File: src/hdl/rpa_pkg.sv
package rpa_pkg;

  // Width of the shared add/subtract unit: 32-bit addresses plus one bit for carries
  localparam int unsigned ALU_W = 33;

  localparam int unsigned CFG_IDX_W = 1;
  localparam logic [CFG_IDX_W-1:0] CFG_KERNEL_END = 1'b0;
  localparam logic [CFG_IDX_W-1:0] CFG_PHYS_TOP   = 1'b1;

  localparam logic [31:0] KERNEL_END_RST = 32'h8000_0000;
  localparam logic [31:0] PHYS_TOP_RST   = 32'h8800_0000;

  localparam logic [1:0] OP_INIT   = 2'd0;
  localparam logic [1:0] OP_ALLOC  = 2'd1;
  localparam logic [1:0] OP_ADDREF = 2'd2;
  localparam logic [1:0] OP_FREE   = 2'd3;

  localparam logic [2:0] ST_OK       = 3'd0;
  localparam logic [2:0] ST_EMPTY    = 3'd1;
  localparam logic [2:0] ST_BADADDR  = 3'd2;
  localparam logic [2:0] ST_ZERO     = 3'd3;
  localparam logic [2:0] ST_BUSY     = 3'd4;
  localparam logic [2:0] ST_OVERFLOW = 3'd5;

  typedef struct packed {
    logic             sub;
    logic [ALU_W-1:0] a;
    logic [ALU_W-1:0] b;
  } alu_req_t;

  typedef struct packed {
    logic [2:0]  status;
    logic [31:0] page_addr;
    logic [7:0]  ref_count;
  } res_t;

endpackage

File: src/hdl/rpa_alu.sv
module rpa_alu (
  input  rpa_pkg::alu_req_t          req,
  output logic [rpa_pkg::ALU_W:0]    res
);

  // Top bit is the carry on add and the borrow on subtract
  always_comb begin
    if (req.sub) begin
      res = {1'b0, req.a} - {1'b0, req.b};
    end else begin
      res = {1'b0, req.a} + {1'b0, req.b};
    end
  end

endmodule

File: config.mk
export PLATFORM = sky130hd
export DESIGN_NAME = rpa_alu
export DESIGN_NICKNAME = d
export VERILOG_FILES = /design/src/hdl/rpa_pkg.sv /design/src/hdl/rpa_alu.sv
export SDC_FILE = /design/constraint.sdc
export NUM_CORES = 1
export LEC_CHECK = 0
export BUFFER_PORTS_ARGS = -buffer_cell sky130_fd_sc_hd__buf_2
export CORE_AREA = 2 2 77 79
export DETAILED_ROUTE_END_ITERATION = 16
export DIE_AREA = 0 0 79 81
export PLACE_DENSITY = 0.75
export SETUP_SLACK_MARGIN = 0.5
export SLEW_MARGIN = 20
export SYNTH_ARGS = -nofsm -noshare
export SYNTH_HDL_FRONTEND = slang
export SYNTH_SLANG_ARGS = --single-unit
File: constraint.sdc
create_clock -name vclk -period 11
set_input_delay 0.55 -clock vclk [all_inputs]
set_output_delay 0.55 -clock vclk [all_outputs]
set_load 0.1 [all_outputs]
==> flow_summary.yaml, run 1 <==
sta:
  setup_ws_ps: 5710
  slew_headroom_pct: 44.9
  hold_slack_ps: 1650
  fmax_ghz: 0.189
  fin_crit_sh_pct: 48.1
  fin_crit_ps: 5290
  hold_viol: 0
  tightest_slew_ps: 819
  grt_setup_unrepaired: "false"
  setup_tns_ps: 0
  setup_viol: 0
  slew_viol_final: 0
grt:
  antenna_found_initial: 0
  overflow: 0
  grt.busiest_layer: "met2"
  use_met2_pct: 38.6
  grt_max_degree: 34
  grt_usage_pct: 21.0
  grt_pass1_wl_um: 11400
  grt_use_met3_pct: 2.00
  met1_usage_pct: 27.6
  grt_pass1_vias: 2671
placement:
  place_congestion: 0.889
  placed_area_mm2: 0.00299
  io_buffers: 101
  place_ws_ps: 5830
  dp_hpwl_um: 6210
logic_synthesis:
  ys_seq_area_share_pct: 0
  yosysUniqueCellTypes: 40
  syn_avg_cell_area_um2: 6.66
  synth_cells: 367
  synth_nets: 469
  synth_top_area_share_pct: 19.4
  syn_area_mm2: 0.00244
  synth_area_leaders: "xnor2_1, ha_1, a21oi_1"
  yosys.area.top_type: "xnor2_1"
  ys_warn_count: 0
hold_path:
  holdPathEnd: "res[0]"
  hp-class: "input pin to output pin"
  hold-path-cell-count: 5
  hold_start: "req[33]"
final_layout:
  nFillCells: 611
  fin_nets: 557
  drive_gt1_share_pct: 24.1
  regArea_um2: 0
  final_cell_area_mm2: 0.00299
  nClkBuffers: 0
  diodes: 0
  nFlopsAndLatches: 0
  area_delta_synth_final_pct: 22.2
cts:
  cts_resized: 0
  postCtsSetupBuffers: 0
  postCtsHoldBufs: 0
critical_path:
  critPathMaxFanout: 8
  worstPathArrival_ps: 4740
  cp.required_ps: 10450
  critPathLaunchType: "input pin"
  critPathKind: "input pin to output pin"
  end_kind: "output pin"
drt:
  drc_errors: 0
  drtAntennaViolNets: 0
  via_count: 2886
  wl_per_cell_um: 13.4
  drtIter0Drc: 103
  drt-pass1-iter-count: 4
  wirelength_um: 7080
  via_per_inst: 5.47
floorplanning:
  die_y_um: 81
  ios: 101
  die_w_um: 79
  start_util_pct: 43.1
  num_rows: 28
  die_area_mm2: 0.00640
  core-area_mm2: 0.00568
run_status:
  outcome: "completed"
pwr:
  leakagePower_nw: 1.39
  p_per_area_mw_per_mm2: 185
  ir_worst_vdd_uv: 144
flow_run:
  max-cap-violations: 0
worst max-delay path: stages:
cell	delay, ps
buf_2	110
or3_1	410
nor4_1	640
and2_1	390
nor2_1	90
xnor2_1	150
ha_1	430
nand4_1	160
or3_1	330
o211a_1	260
o21ai_0	290
a21boi_0	170
xnor2_1	260
buf_2	480
final cells by class:
| type | count | area [um2] | area share [%] |
|---|---|---|---|
| timing repair buffer | 101 | 505 | 16.9 |
| tap | 75 | 93.8 | 3.14 |
| multi-input combinational | 333 | 2320 | 77.5 |
| inverter | 19 | 71.3 | 2.39 |
how the worst max path moves through the flow:
stage          startpoint       to  cells after the start
2_1_floorplan     req[15]  res[31]                     14
3_3_place_gp       req[3]  res[31]                     14
3_5_place_dp       req[3]  res[31]                     14
4_1_cts            req[3]  res[31]                     14
5_1_grt            req[3]  res[32]                     16
6_report           req[3]  res[23]                     14
Yosys cell counts (7+ instances only):
cell type	n
a21o_1	7
a21oi_1	57
a31oi_1	9
clkbuf_1	15
ha_1	34
inv_1	19
nand2_1	29
nand4_1	9
nor2_1	34
nor3_1	10
o21ai_0	20
xnor2_1	54
xor2_1	8
cell usage in the layout (no fill, tap or decap), types with 2 or more instances in the layout:
| cell | count |
|---|---|
| nor3_1 | 10 |
| a21boi_0 | 2 |
| a21oi_1 | 57 |
| buf_2 | 101 |
| or4_4 | 2 |
| and3_1 | 2 |
| nor2_1 | 34 |
| nor3b_4 | 2 |
| a211oi_1 | 3 |
| nand3_1 | 4 |
| a31o_2 | 2 |
| and2_1 | 5 |
| o31ai_1 | 2 |
| nand2b_1 | 2 |
| a21o_1 | 7 |
| o21ai_0 | 20 |
| nand2_1 | 29 |
| xor2_1 | 8 |
| xnor2_1 | 54 |
| nor2b_1 | 3 |
| o21a_1 | 6 |
| or3_1 | 3 |
| o211a_1 | 2 |
| ha_1 | 34 |
| o211ai_1 | 2 |
| a41oi_1 | 2 |
| a31oi_1 | 9 |
| o21bai_1 | 6 |
| nand4_1 | 9 |
| inv_1 | 19 |
| nor4_1 | 3 |
where the power goes:
group / total, mW / internal [mW] / switching (mW)
Clock: 0 / 0 / 0
Combinational: 0.552 / 0.115 / 0.437
Sequential: 0 / 0 / 0
Total: 0.552 / 0.115 / 0.437
routing by layer:
layer	vias up	wire (um)
li1	1498	-
met1	1302	3240
met2	80	3380
met3	6	390
met4	0	72
met5	-	0
cell families after synthesis:
logic type	after synthesis	synth area share, %
XOR/XNOR	62	22.2
AO/OA/AOI/OAI	124	30.5
AND/OR/NAND/NOR	111	23.5
buffers and inverters	34	5.22
multiplexers	1	0.410
adder cells (fa/ha/maj)	35	18.2
stage by stage:
stage | power, mW | utilization, % | instances
2_1_floorplan | 0.463 | - | 367
3_3_place_gp | 0.547 | 52.6 | 528
3_5_place_dp | 0.550 | 52.6 | 528
4_1_cts | 0.551 | 52.6 | 528
5_1_grt | 0.579 | 52.6 | 528
6_report | 0.552 | 52.6 | 528
(Power assumes the default switching activity.)
==> run 2: changes to the inputs <==
--- a/config.mk
+++ b/config.mk
@@ -9,7 +9,7 @@
 export CORE_AREA = 2 2 77 79
 export DETAILED_ROUTE_END_ITERATION = 16
 export DIE_AREA = 0 0 79 81
-export PLACE_DENSITY = 0.75
+export PLACE_DENSITY = 0.78
 export SETUP_SLACK_MARGIN = 0.5
 export SLEW_MARGIN = 20
 export SYNTH_ARGS = -nofsm -noshare
==> constraint.sdc (replaced) <==
create_clock -name vclk -period 4.5
set_input_delay 0.225 -clock vclk [all_inputs]
set_output_delay 0.225 -clock vclk [all_outputs]
set_load 0.1 [all_outputs]
==> run 2 against run 1 <==
Effect of this change: combinational power rose to 3.0 times the previous value; die area did not move; worst setup slack got worse by 5400 ps; critical path depth rose by 2; via count rose by 14%; sequential share of layout area did not move; total power rose to 3.0 times the previous value; flip-flop and latch count did not move; design area rose by 31%; clock-buffer cell count did not move; highest routed layer unchanged.
==> flow_summary.yaml, run 2 (same netlist as run 1, synthesis figures left out) <==
run_status:
  outcome: "completed"
final_layout:
  nClkBuffers: 0
  layout.cells.most_common_list: "buf_2, a21oi_1, xnor2_1"
  diodes: 0
  nFlopsAndLatches: 0
  nFillCells: 422
  fin_nets: 591
  final_common_cell: "buf_2"
  area_delta_synth_final_pct: 60.3
  fin_util_pct: 69.0
  drive_gt1_share_pct: 44.1
  layoutNonFillerInstCount: 562
  regArea_um2: 0
grt:
  grt_pass1_vias: 2731
  grt_usage_pct: 22.1
  antenna_found_initial: 0
  grt_pass1_wl_um: 11900
  grt_max_degree: 18
  overflow: 0
sta:
  hold_viol: 0
  tightest_slew_ps: 655
  fin_crit_sh_pct: 93.8
  grt_setup_unrepaired: "true"
  setup_tns_ps: 0
  slew_viol_final: 0
  fin_crit_ps: 4220
  setup_viol: 0
  fmax_ghz: 0.237
  slew_headroom_pct: 56.0
drt:
  wl_met2_um: 4390
  wl_met1_um: 3550
  wl_per_cell_um: 16.3
  wirelength_um: 9140
  dr_wl_met3_um: 754
  drt-pass1-iter-count: 6
  top_layer: "met4"
  drtIter0Drc: 354
  drc_errors: 0
  via_per_inst: 5.88
  via_count: 3304
  drtAntennaViolNets: 0
floorplanning:
  ios: 101
  die_area_mm2: 0.00640
  die_w_um: 79
  start_util_pct: 43.1
  num_rows: 28
  core-area_mm2: 0.00568
  die_y_um: 81
flow_run:
  max-cap-violations: 0
pwr:
  internal_power_mw: 0.470
  p_per_area_mw_per_mm2: 420
  total_power_mw: 1.64
  pwr-share-seq_pct: 0
  p_switching_mw: 1.17
  swShare_pct: 71.4
  ir_worst_vdd_uv: 357
  combinationalPowerShare_pct: 100.0
  p_clk_share_pct: 0
  leakagePower_nw: 1.78
critical_path:
  worstPathArrival_ps: 4000
  cp.required_ps: 4280
  critPathLaunchType: "input pin"
  critPathMaxFanout: 8
  end_kind: "output pin"
  critPathKind: "input pin to output pin"
placement:
  dp_hpwl_um: 6280
  place_congestion: 0.893
  io_buffers: 101
  dp_cells: 536
cts:
  postCtsHoldBufs: 0
hold_path:
  hp-class: "input pin to output pin"
-- run 2: cell types whose count changed in the layout (fill, tap and decap cells not counted), moves of 6 or more --
cell | previous run | this run
a21oi_1 | 57 | 45
buf_4 | 0 | 31
xnor2_1 | 54 | 36
ha_1 | 34 | 25
a21oi_2 | 0 | 8
o21ai_0 | 20 | 14
buf_2 | 101 | 86
xnor2_2 | 0 | 13
buf_6 | 0 | 9
-- run 2: repair_timing --
action | 4_1_cts | 5_1_grt
endpoints found under the setup margin | 11 | 15
gates resized for setup | 23 | 71
pin swaps | 7 | 30
buffers inserted | 7 | 19
-- run 2: per-layer routing --
layer / vias up / global-route usage [%]
met5: - / 0
met4: 0 / 2.93
met3: 53 / 2.22
met2: 207 / 38.6
met1: 1485 / 30.2
li1: 1559 / -
-- run 2: path summary, 6_finish.rpt --
kind / startpoint / endpoint / slack, ps / depth (start not counted)
worst max-delay path: req[15] / res[31] / 280 / 16
worst min-delay path: req[61] / res[28] / 1000 / 4
-- run 2: cell type report --
type	instances	area, um2	share of cell area (%)
inverters	19	71.3	1.82
multi-input cells	333	2840	72.6
repair buffers	135	910	23.2
well taps	75	93.8	2.40
-- run 2: metrics by stage --
| stage | setup slack (ps) | instance area [um2] | hold WS, ps |
|---|---|---|---|
| 5_1_grt | 123 | 3920 | 1020 |
| 3_3_place_gp | 236 | 3340 | 997 |
| 3_5_place_dp | 194 | 3340 | 1010 |
| 2_1_floorplan | 153 | 2660 | 908 |
| 4_1_cts | 405 | 3490 | 1010 |
| 6_report | 279 | 3920 | 1000 |
-- run 2: worst max-delay path: stages --
cell	delay, ps
buf_8	100
or4_4	560
nor4_4	190
nand2b_2	110
buf_4	140
nor3_1	180
a21oi_1	120
xnor2_1	180
ha_2	510
nand4_1	230
or3_4	460
o31ai_2	370
a221oi_2	110
buf_4	180
xnor2_4	150
buf_12	190
-- run 2: power by group through the flow --
stage / logic [mW] / clock network [mW] / registers (mW)
6_report: 1.64 / 0 / 0
2_1_floorplan: 1.21 / 0 / 0
4_1_cts: 1.52 / 0 / 0
3_5_place_dp: 1.49 / 0 / 0
3_3_place_gp: 1.48 / 0 / 0
5_1_grt: 1.70 / 0 / 0
